<file path="src/hdl/rlp_pkg.sv">
// rlp_pkg: shared types and constants for the integer run-length packer.
// Used by rlp_front, rlp_cmd_fifo, rlp_back and integer_run_length_packer_core.
package rlp_pkg;

  localparam int BUF_DEPTH_DEF = 32;
  localparam int CMD_DEPTH     = 4;
  localparam int WORD_W        = 32;
  localparam int COUNT_W       = 31;

  localparam logic KIND_VALUE = 1'b0;
  localparam logic KIND_END   = 1'b1;

  typedef struct packed {
    logic                     kind;
    logic signed [WORD_W-1:0] value;
  } in_item_t;

  typedef struct packed {
    logic signed [WORD_W-1:0] word;
    logic                     last_of_item;
  } out_item_t;

  // One group to emit: a run (count, value) or a literal read from a store bank.
  typedef struct packed {
    logic                     is_run;
    logic [COUNT_W-1:0]       count;
    logic signed [WORD_W-1:0] value;
    logic                     bank;
  } cmd_t;

  typedef struct packed {
    logic                     we;
    logic                     bank;
    logic signed [WORD_W-1:0] data;
  } wr_t;

  typedef struct packed {
    logic done;
    logic bank;
  } lit_done_t;

  typedef enum logic [1:0] {
    B_IDLE,
    B_HEAD,
    B_RUNV,
    B_LIT
  } back_state_t;

endpackage

</file>
<file path="src/hdl/integer_run_length_packer_core.sv">
// Path: a group closed by an input transfer passes the command queue, the back end's idle
// dispatch state and the output register, then one word per cycle while out_stall is low.
// Throughput: one input transfer per cycle; input also stalls after a full-store flush.
// Input stalls while the command queue is full, and a literal flush stalls input while the
// other store bank is still being drained.
// Reset (rst_n, synchronous): clears group state, queue and output valid; store contents
// stay undefined and need no clearing pass.
module integer_run_length_packer_core #(
  parameter int BUF_DEPTH = rlp_pkg::BUF_DEPTH_DEF
) (
  input  logic               clk,
  input  logic               rst_n,
  input  logic               in_valid,
  output logic               in_stall,
  input  rlp_pkg::in_item_t  in_data,
  output logic               out_valid,
  input  logic               out_stall,
  output rlp_pkg::out_item_t out_data
);
  import rlp_pkg::*;

  localparam int IDXW = $clog2(BUF_DEPTH);

  logic            push;
  cmd_t            push_cmd;
  logic            q_full;
  logic            q_empty;
  logic            q_pop;
  cmd_t            q_cmd;
  lit_done_t       lit_done;
  wr_t             wr;
  logic [IDXW-1:0] wr_idx;

  rlp_front #(
    .BUF_DEPTH(BUF_DEPTH)
  ) u_front (
    .clk      (clk),
    .rst_n    (rst_n),
    .in_valid (in_valid),
    .in_stall (in_stall),
    .in_data  (in_data),
    .push     (push),
    .push_cmd (push_cmd),
    .q_full   (q_full),
    .lit_done (lit_done),
    .wr       (wr),
    .wr_idx   (wr_idx)
  );

  rlp_cmd_fifo u_queue (
    .clk      (clk),
    .rst_n    (rst_n),
    .push     (push),
    .push_cmd (push_cmd),
    .full     (q_full),
    .pop      (q_pop),
    .pop_cmd  (q_cmd),
    .empty    (q_empty)
  );

  rlp_back #(
    .BUF_DEPTH(BUF_DEPTH)
  ) u_back (
    .clk       (clk),
    .rst_n     (rst_n),
    .q_empty   (q_empty),
    .q_pop     (q_pop),
    .q_cmd     (q_cmd),
    .wr        (wr),
    .wr_idx    (wr_idx),
    .lit_done  (lit_done),
    .out_valid (out_valid),
    .out_stall (out_stall),
    .out_data  (out_data)
  );

endmodule

</file>
<file path="src/hdl/rlp_front.sv">
// rlp_front: accepts items, tracks the pending group and issues emit commands.
// Writes literal values into the double-banked store held in rlp_back.
// Depends on rlp_pkg.
module rlp_front #(
  parameter int BUF_DEPTH = rlp_pkg::BUF_DEPTH_DEF
) (
  input  logic                         clk,
  input  logic                         rst_n,
  input  logic                         in_valid,
  output logic                         in_stall,
  input  rlp_pkg::in_item_t            in_data,
  output logic                         push,
  output rlp_pkg::cmd_t                push_cmd,
  input  logic                         q_full,
  input  rlp_pkg::lit_done_t           lit_done,
  output rlp_pkg::wr_t                 wr,
  output logic [$clog2(BUF_DEPTH)-1:0] wr_idx
);
  import rlp_pkg::*;

  localparam int IDXW = $clog2(BUF_DEPTH);
  localparam logic [IDXW-1:0] IDX_FULL = IDXW'(BUF_DEPTH - 1);

  logic [COUNT_W-1:0]       held_r, held_nxt;
  logic [IDXW-1:0]          widx_r, widx_nxt;
  logic                     run_r, run_nxt;
  logic signed [WORD_W-1:0] first_r, first_nxt;
  logic signed [WORD_W-1:0] last_r, last_nxt;
  logic                     bank_r, bank_nxt;
  logic [1:0]               busy_r, busy_nxt;
  logic                     pend2_r, pend2_nxt;

  logic                     accept;
  logic                     is_end;
  logic signed [WORD_W-1:0] v;
  logic                     rep;
  logic                     held_zero;
  logic                     held_one;
  logic                     held_max;
  logic                     lit_full;
  logic                     flush_run;
  logic                     flush_lit;

  always_comb begin
    v         = in_data.value;
    is_end    = (in_data.kind == KIND_END);
    rep       = (last_r == v);
    held_zero = (held_r == '0);
    held_one  = (held_r == COUNT_W'(1));
    held_max  = &held_r;
    lit_full  = (widx_r == IDX_FULL);
    if (is_end) begin
      flush_lit = !held_zero && (!run_r || held_one);
      flush_run = run_r && !held_zero && !held_one;
    end else begin
      flush_lit = !held_zero && !held_one && !run_r && (rep || lit_full);
      flush_run = !held_zero && !held_one && run_r && (!rep || held_max);
    end
    in_stall = pend2_r || q_full || (flush_lit && busy_r[~bank_r]);
    accept   = in_valid && !in_stall;
  end

  always_comb begin
    held_nxt  = held_r;
    widx_nxt  = widx_r;
    run_nxt   = run_r;
    first_nxt = first_r;
    last_nxt  = last_r;
    bank_nxt  = bank_r;
    busy_nxt  = busy_r;
    pend2_nxt = 1'b0;
    wr.we     = 1'b0;
    wr.bank   = bank_r;
    wr.data   = v;
    wr_idx    = '0;
    push      = 1'b0;

    push_cmd.is_run = flush_run;
    push_cmd.count  = (flush_lit && !is_end) ? (held_r - COUNT_W'(1)) : held_r;
    push_cmd.value  = first_r;
    push_cmd.bank   = bank_r;

    if (lit_done.done) begin
      busy_nxt[lit_done.bank] = 1'b0;
    end

    if (pend2_r) begin
      // second slot of a new literal after a full-store flush
      wr.we   = 1'b1;
      wr_idx  = IDXW'(1);
      wr.data = last_r;
    end else if (accept) begin
      push = flush_run || flush_lit;
      if (flush_lit) begin
        bank_nxt         = ~bank_r;
        busy_nxt[bank_r] = 1'b1;
      end
      if (is_end) begin
        held_nxt = '0;
        widx_nxt = '0;
        run_nxt  = 1'b0;
      end else if (held_zero) begin
        wr.we     = 1'b1;
        first_nxt = v;
        last_nxt  = v;
        held_nxt  = COUNT_W'(1);
        widx_nxt  = IDXW'(1);
        run_nxt   = 1'b0;
      end else if (held_one) begin
        last_nxt = v;
        held_nxt = COUNT_W'(2);
        if (rep) begin
          run_nxt  = 1'b1;
          widx_nxt = IDXW'(1);
        end else begin
          wr.we    = 1'b1;
          wr_idx   = IDXW'(1);
          widx_nxt = IDXW'(2);
        end
      end else if (flush_run) begin
        wr.we     = 1'b1;
        first_nxt = v;
        last_nxt  = v;
        held_nxt  = COUNT_W'(1);
        widx_nxt  = IDXW'(1);
        run_nxt   = 1'b0;
      end else if (flush_lit) begin
        wr.we     = 1'b1;
        wr.bank   = ~bank_r;
        wr.data   = last_r;
        first_nxt = last_r;
        held_nxt  = COUNT_W'(2);
        if (rep) begin
          run_nxt  = 1'b1;
          widx_nxt = IDXW'(1);
        end else begin
          pend2_nxt = 1'b1;
          last_nxt  = v;
          widx_nxt  = IDXW'(2);
          run_nxt   = 1'b0;
        end
      end else begin
        held_nxt = held_r + COUNT_W'(1);
        last_nxt = v;
        if (!run_r) begin
          wr.we    = 1'b1;
          wr_idx   = widx_r;
          widx_nxt = widx_r + IDXW'(1);
        end
      end
    end
  end

  always_ff @(posedge clk) begin
    if (!rst_n) begin
      held_r  <= '0;
      widx_r  <= '0;
      run_r   <= 1'b0;
      bank_r  <= 1'b0;
      busy_r  <= '0;
      pend2_r <= 1'b0;
    end else begin
      held_r  <= held_nxt;
      widx_r  <= widx_nxt;
      run_r   <= run_nxt;
      bank_r  <= bank_nxt;
      busy_r  <= busy_nxt;
      pend2_r <= pend2_nxt;
    end
  end

  always_ff @(posedge clk) begin
    first_r <= first_nxt;
    last_r  <= last_nxt;
  end

  a_cur_bank_free: assert property (@(posedge clk) disable iff (!rst_n)
    !busy_r[bank_r])
    else $error("front is filling a bank that is still being drained");

  a_lit_count: assert property (@(posedge clk) disable iff (!rst_n)
    (!run_r && held_r != '0) |-> (held_r == COUNT_W'(widx_r)))
    else $error("literal count and write index disagree");

  a_pend_once: assert property (@(posedge clk) disable iff (!rst_n)
    pend2_r |=> !pend2_r)
    else $error("second write pending for more than one cycle");

  a_push_room: assert property (@(posedge clk) disable iff (!rst_n)
    push |-> !q_full)
    else $error("command pushed into full queue");

endmodule

</file>
<file path="src/hdl/rlp_cmd_fifo.sv">
// rlp_cmd_fifo: short command queue between rlp_front and rlp_back.
// Depends on rlp_pkg.
module rlp_cmd_fifo (
  input  logic          clk,
  input  logic          rst_n,
  input  logic          push,
  input  rlp_pkg::cmd_t push_cmd,
  output logic          full,
  input  logic          pop,
  output rlp_pkg::cmd_t pop_cmd,
  output logic          empty
);
  import rlp_pkg::*;

  localparam int AW = $clog2(CMD_DEPTH);

  cmd_t        slots_r [CMD_DEPTH];
  logic [AW:0] wptr_r, wptr_nxt;
  logic [AW:0] rptr_r, rptr_nxt;

  always_comb begin
    empty    = (wptr_r == rptr_r);
    full     = (wptr_r[AW] != rptr_r[AW]) && (wptr_r[AW-1:0] == rptr_r[AW-1:0]);
    pop_cmd  = slots_r[rptr_r[AW-1:0]];
    wptr_nxt = push ? wptr_r + (AW+1)'(1) : wptr_r;
    rptr_nxt = pop  ? rptr_r + (AW+1)'(1) : rptr_r;
  end

  always_ff @(posedge clk) begin
    if (!rst_n) begin
      wptr_r <= '0;
      rptr_r <= '0;
    end else begin
      wptr_r <= wptr_nxt;
      rptr_r <= rptr_nxt;
    end
  end

  always_ff @(posedge clk) begin
    if (push) begin
      slots_r[wptr_r[AW-1:0]] <= push_cmd;
    end
  end

  a_pop_nonempty: assert property (@(posedge clk) disable iff (!rst_n)
    pop |-> !empty)
    else $error("pop from empty queue");

  a_push_nonfull: assert property (@(posedge clk) disable iff (!rst_n)
    (push && !pop) |-> !full)
    else $error("push into full queue");

  a_fill: assert property (@(posedge clk) disable iff (!rst_n)
    (push && !pop) |=> !empty)
    else $error("queue empty after push");

endmodule

</file>
<file path="src/hdl/rlp_back.sv">
// rlp_back: holds the two-bank literal store and emits result words per command.
// Output register on the result channel. Depends on rlp_pkg.
module rlp_back #(
  parameter int BUF_DEPTH = rlp_pkg::BUF_DEPTH_DEF
) (
  input  logic                         clk,
  input  logic                         rst_n,
  input  logic                         q_empty,
  output logic                         q_pop,
  input  rlp_pkg::cmd_t                q_cmd,
  input  rlp_pkg::wr_t                 wr,
  input  logic [$clog2(BUF_DEPTH)-1:0] wr_idx,
  output rlp_pkg::lit_done_t           lit_done,
  output logic                         out_valid,
  input  logic                         out_stall,
  output rlp_pkg::out_item_t           out_data
);
  import rlp_pkg::*;

  localparam int IDXW = $clog2(BUF_DEPTH);

  logic signed [WORD_W-1:0] mem_r [2][BUF_DEPTH];
  logic signed [WORD_W-1:0] rd_data_r;

  back_state_t     state_r, state_nxt;
  cmd_t            cmd_r, cmd_nxt;
  logic [IDXW-1:0] idx_r, idx_nxt;
  logic            out_valid_r;
  out_item_t       out_data_r, out_nxt;

  logic                     load_ok;
  logic                     out_load;
  logic                     rd_en;
  logic [IDXW-1:0]          rd_idx;
  logic [IDXW-1:0]          last_idx;
  logic signed [WORD_W-1:0] header;

  always_ff @(posedge clk) begin
    if (wr.we) begin
      mem_r[wr.bank][wr_idx] <= wr.data;
    end
  end

  always_ff @(posedge clk) begin
    if (rd_en) begin
      rd_data_r <= mem_r[cmd_r.bank][rd_idx];
    end
  end

  always_comb begin
    load_ok  = !out_valid_r || !out_stall;
    last_idx = cmd_r.count[IDXW-1:0] - IDXW'(1);
    header   = cmd_r.is_run ? {1'b0, cmd_r.count}
                            : WORD_W'(0) - {1'b0, cmd_r.count};

    state_nxt     = state_r;
    cmd_nxt       = cmd_r;
    idx_nxt       = idx_r;
    q_pop         = 1'b0;
    rd_en         = 1'b0;
    rd_idx        = idx_r;
    out_load      = 1'b0;
    out_nxt       = out_data_r;
    lit_done.done = 1'b0;
    lit_done.bank = cmd_r.bank;

    unique case (state_r)
      B_IDLE: begin
        if (!q_empty) begin
          q_pop     = 1'b1;
          cmd_nxt   = q_cmd;
          state_nxt = B_HEAD;
        end
      end
      B_HEAD: begin
        if (load_ok) begin
          out_load             = 1'b1;
          out_nxt.word         = header;
          out_nxt.last_of_item = 1'b0;
          if (cmd_r.is_run) begin
            state_nxt = B_RUNV;
          end else begin
            rd_en     = 1'b1;
            rd_idx    = '0;
            idx_nxt   = '0;
            state_nxt = B_LIT;
          end
        end
      end
      B_RUNV: begin
        if (load_ok) begin
          out_load             = 1'b1;
          out_nxt.word         = cmd_r.value;
          out_nxt.last_of_item = 1'b1;
          state_nxt            = B_IDLE;
        end
      end
      B_LIT: begin
        if (load_ok) begin
          out_load     = 1'b1;
          out_nxt.word = rd_data_r;
          if (idx_r == last_idx) begin
            out_nxt.last_of_item = 1'b1;
            lit_done.done        = 1'b1;
            state_nxt            = B_IDLE;
          end else begin
            out_nxt.last_of_item = 1'b0;
            rd_en                = 1'b1;
            rd_idx               = idx_r + IDXW'(1);
            idx_nxt              = idx_r + IDXW'(1);
          end
        end
      end
      default: state_nxt = B_IDLE;
    endcase
  end

  always_ff @(posedge clk) begin
    if (!rst_n) begin
      state_r     <= B_IDLE;
      out_valid_r <= 1'b0;
    end else begin
      state_r <= state_nxt;
      if (out_load) begin
        out_valid_r <= 1'b1;
      end else if (!out_stall) begin
        out_valid_r <= 1'b0;
      end
    end
  end

  always_ff @(posedge clk) begin
    cmd_r <= cmd_nxt;
    idx_r <= idx_nxt;
    if (out_load) begin
      out_data_r <= out_nxt;
    end
  end

  assign out_valid = out_valid_r;
  assign out_data  = out_data_r;

  a_lit_idx: assert property (@(posedge clk) disable iff (!rst_n)
    (state_r == B_LIT) |-> (idx_r <= last_idx))
    else $error("literal read index past group end");

  a_lit_cmd: assert property (@(posedge clk) disable iff (!rst_n)
    (state_r == B_LIT) |-> (!cmd_r.is_run && cmd_r.count != '0))
    else $error("literal drain with a run or empty command");

  a_runv_cmd: assert property (@(posedge clk) disable iff (!rst_n)
    (state_r == B_RUNV) |-> cmd_r.is_run)
    else $error("run value state with literal command");

endmodule

</file>
<file path="config.mk">
export PLATFORM = sky130hd
export DESIGN_NAME = integer_run_length_packer_core
export DESIGN_NICKNAME = d
export VERILOG_FILES = /design/src/hdl/rlp_pkg.sv /design/src/hdl/integer_run_length_packer_core.sv /design/src/hdl/rlp_front.sv /design/src/hdl/rlp_cmd_fifo.sv /design/src/hdl/rlp_back.sv
export SDC_FILE = /design/constraint.sdc
export NUM_CORES = 2
export LEC_CHECK = 0
export BUFFER_PORTS_ARGS = -buffer_cell sky130_fd_sc_hd__buf_2
export CAP_MARGIN = 20
export CORE_ASPECT_RATIO = 1.75
export CORE_MARGIN = 5
export CORE_UTILIZATION = 60
export DETAILED_ROUTE_END_ITERATION = 6
export PLACE_DENSITY = 0.76
export SYNTH_ARGS = -nofsm -noshare
export SYNTH_HDL_FRONTEND = slang
export SYNTH_HIERARCHICAL = 1
export SYNTH_SLANG_ARGS = --single-unit
</file>
<file path="constraint.sdc">
create_clock -name clk -period 8.9 [get_ports clk]
set_input_delay 0.445 -clock clk [delete_from_list [all_inputs] [get_ports clk]]
set_output_delay 0.445 -clock clk [all_outputs]
set_load 0.01 [all_outputs]
</file>
==> results.yml <==
run_status:
  status: "finished, violations left"
  violations: "DRC"
global_route:
  grt-ovfl-total: 0
  grt_pass1_wl_um: 379000
  grt_use_total_pct: 29.6
  antenna_found_initial: 36
  grt_pass1_vias: 54000
  grt_max_degree: 164
sta:
  finalCritPeriodShare_pct: 77.7
  hold_viol_final: 0
  worst_slew_pin_slew_ns: 1.32
  drv_slew: 0
  rsz0062_at_grt: "false"
  fmaxAchievable_ghz: 0.145
  skew_ns: 0.0353
  setup_viol: 0
  slew_headroom_pct: 11.2
  fin_tns_setup_ns: 0
  min_period_ns: 6.91
setup_path:
  crit_fanout: 30
  end_kind: "flip-flop"
  cp.arrival_ns: 7.46
  reg2reg_from: "u_front/held_r[19]"
  crit_type: "reg2reg"
  cp_data_required_time_ns: 9.45
  crit_start: "u_front/held_r[19]"
  cp-start-kind: "flip-flop"
power:
  power.switching_mw: 7.98
  seqPwrFrac_pct: 48.1
  powerDensity_nw_per_um2: 257
  clockPowerShare_pct: 31.5
  combPwrFrac_pct: 20.4
  internal-power_mw: 20.8
  ir_drop_mv: 0.228
  p_leak_nw: 35.3
  finalPower_mw: 28.8
  switching_share_pct: 27.7
layout:
  fin_util_pct: 66.6
  nFillCells: 10400
  syn_to_final_growth_pct: 10.4
  post-route-cell-area_um2: 112000
  drive_above_1_share_pct: 20.4
  nets: 5503
synth:
  yosysUniqueCellTypes: 86
  synth_edf_count: 2502
  ys_async_sr_fraction_pct: 0
  ys.flop_type: "edfxtp_1"
  syn_inst: 5366
  syn_area_um2: 101000
  yosys_register_bits: 2560
  yosysWarnings: 6
  ys_seq_area_share_pct: 75.2
  synth_nets: 5416
  avgSynthCellArea_um2: 18.9
floorplanning:
  die_area_um2: 178000
  die_w_um: 321
  die_h_um: 554
  core_area_um2: 168000
  start_util_pct: 60.3
  rows: 199
  ioPinCount: 72
routing:
  drc: 11
  wire_per_inst_um: 33.8
  first_pass_iters: 7
  drt-initial-drc-count: 7963
  vias: 54200
  routed_wl_um: 266000
  viasPerCell: 6.89
  drtAntennaViolNets: 0
clock_tree:
  cts_setup_buffers: 0
  cts_buffers: 207
  ctsHoldBuffers: 32
  cts.sinks: 2560
  cts_tree: "done"
  post_cts_resized: 0
  h-tree-depth: 4
  clock_path_buffers: 4
  insertion_delay_ns: 0.85
  root_buffer: "clkbuf_16"
  clkTransAtPathRegs_ns: 0.07
placement:
  place_area_um2: 105000
  numPortBuffers: 71
  dp_hpwl_um: 164000
  place.gp.congestion: 0.960
worst_hold_path:
  hp-start: "in_data[32]"
  hold_path.class: "in2reg"
run:
  cap_violations: 0
==> synthesized netlist by cell type (all sizes together) (7+ instances only) <==
| cell | n | area share, % |
|---|---|---|
| and3 | 7 | 0.043 |
| o21ai | 44 | 0.22 |
| nand3 | 63 | 0.32 |
| or2 | 7 | 0.043 |
| clkbuf | 227 | 0.84 |
| or4 | 11 | 0.093 |
| xnor2 | 86 | 0.74 |
| mux2i | 222 | 2.2 |
| inv | 33 | 0.12 |
| a211oi | 133 | 0.99 |
| a221oi | 67 | 0.60 |
| nand4 | 88 | 0.54 |
| and2 | 12 | 0.074 |
| xor2 | 46 | 0.40 |
| mux4 | 419 | 9.3 |
| a211o | 33 | 0.28 |
| mux2 | 68 | 0.76 |
| and4 | 35 | 0.30 |
| a32o | 31 | 0.31 |
| or3 | 10 | 0.062 |
| buf | 128 | 0.73 |
| nor2b | 71 | 0.44 |
| a21oi | 124 | 0.61 |
| o211ai | 33 | 0.25 |
| a222oi | 62 | 0.61 |
| ha | 13 | 0.16 |
| nor4 | 63 | 0.46 |
| nand2 | 268 | 0.99 |
| dfxtp | 58 | 1.1 |
| o22a | 32 | 0.28 |
| nor3 | 40 | 0.20 |
| nor2 | 192 | 0.71 |
| a22oi | 69 | 0.51 |
| edfxtp | 2502 | 74 |
==> flip-flops by register name, summed over array words and instances (netlist names), named ones only <==
name and flops:
u_queue/wptr_r 3, u_front/busy_r 2, u_front/first_r 32, u_back/rd_data_r 32
u_back/lit_done 1, u_queue/slots_r 260, u_front/run_r 1, u_back/cmd_r 64
u_front/held_r 31, u_back/idx_r 5, u_back/out_valid 1, u_back/out_data 33
u_queue/rptr_r 3, u_back/state_r 2, u_front/last_r 32, u_back/mem_r 2048
u_front/pend2_r 1, u_front/bank_r 1, u_front/widx_r 5
==> final cells by class <==
cell class	instances	area, um^2	share of cell area [%]
Sequential cell	2560	76300	68.2
Antenna cell	51	128	0.114
Timing Repair Buffer	233	1800	1.60
Clock inverter	120	1170	1.05
Multi-Input combinational cell	2417	24200	21.6
Inverter	34	135	0.121
Tap cell	2211	2770	2.47
Clock buffer	244	5410	4.83
==> cells in the final DEF (no fill, tap or decap), types with 65 or more instances in the layout <==
| cell type | count |
|---|---|
| a211oi_1 | 130 |
| nand2_1 | 266 |
| nor2_1 | 122 |
| nor2_4 | 69 |
| nand4_1 | 88 |
| clkbuf_16 | 210 |
| buf_2 | 78 |
| mux2i_1 | 222 |
| buf_4 | 110 |
| mux4_2 | 419 |
| a21oi_1 | 122 |
| a22oi_1 | 69 |
| nor2b_1 | 71 |
| a221oi_1 | 65 |
| xnor2_1 | 86 |
| edfxtp_1 | 2502 |
==> power groups by stage <==
| stage | clock network [mW] | registers [mW] | logic, mW |
|---|---|---|---|
| after floorplan | 0 | 13.9 | 4.06 |
| after global placement | 0 | 14.1 | 5.67 |
| after detailed placement | 0 | 14.1 | 5.76 |
| after CTS | 9.15 | 13.9 | 5.82 |
| after global routing | 9.68 | 13.9 | 6.12 |
| final | 9.09 | 13.9 | 5.87 |
==> per-layer routing <==
layer	GRT usage, %	up-vias	share of wire [%]
li1	-	22200	-
met1	35.3	27900	32
met2	49.1	3365	50
met3	4.77	678	8.5
met4	21.7	20	9.2
met5	0	-	0.057
==> path summary, 6_finish.rpt <==
check                                        endpoint  slack (ns)  cells after the start
worst max register to register   u_back/mem_r[1][200]        1.99                     10
worst min register to register  u_queue/slots_r[1][9]        0.49                      0
worst min-delay path                    u_front/run_r        0.04                      3
worst max-delay path             u_back/mem_r[1][200]        1.99                     10
==> logic make-up after synthesis <==
family | Yosys count | share of synthesized area [%]
compound gates | 678 | 5.10
xor+xnor | 132 | 1.14
fa+ha+maj | 13 | 0.160
buf+inv | 389 | 1.70
flops | 2560 | 75.2
mux | 709 | 12.3
simple gates | 885 | 4.43
==> through the flow <==
| stage | cells | setup slack [ns] | hold WS (ns) |
|---|---|---|---|
| 6_report | 7870 | 1.99 | 0.0436 |
| 2_1_floorplan | 5366 | 2.64 | 0.454 |
| 5_1_grt | 7853 | 1.83 | 0.0519 |
| 3_5_place_dp | 7419 | 2.24 | 0.477 |
| 4_1_cts | 7815 | 2.16 | 0.0165 |
| 3_3_place_gp | 7408 | 2.35 | 0.466 |
==> critical path, stage by stage, from the launching register on <==
cell and delay [ns]:
dfxtp_1 0.40, or4_4 0.59, nor4_1 0.70, nand4_1 0.58
a41oi_2 0.54, nand3_1 0.39, nor4_2 0.62, and3b_1 0.69
nand3b_1 0.80, nor2_4 1.03, buf_4 0.27
No activity file was read; power rests on OpenSTA's default activity.
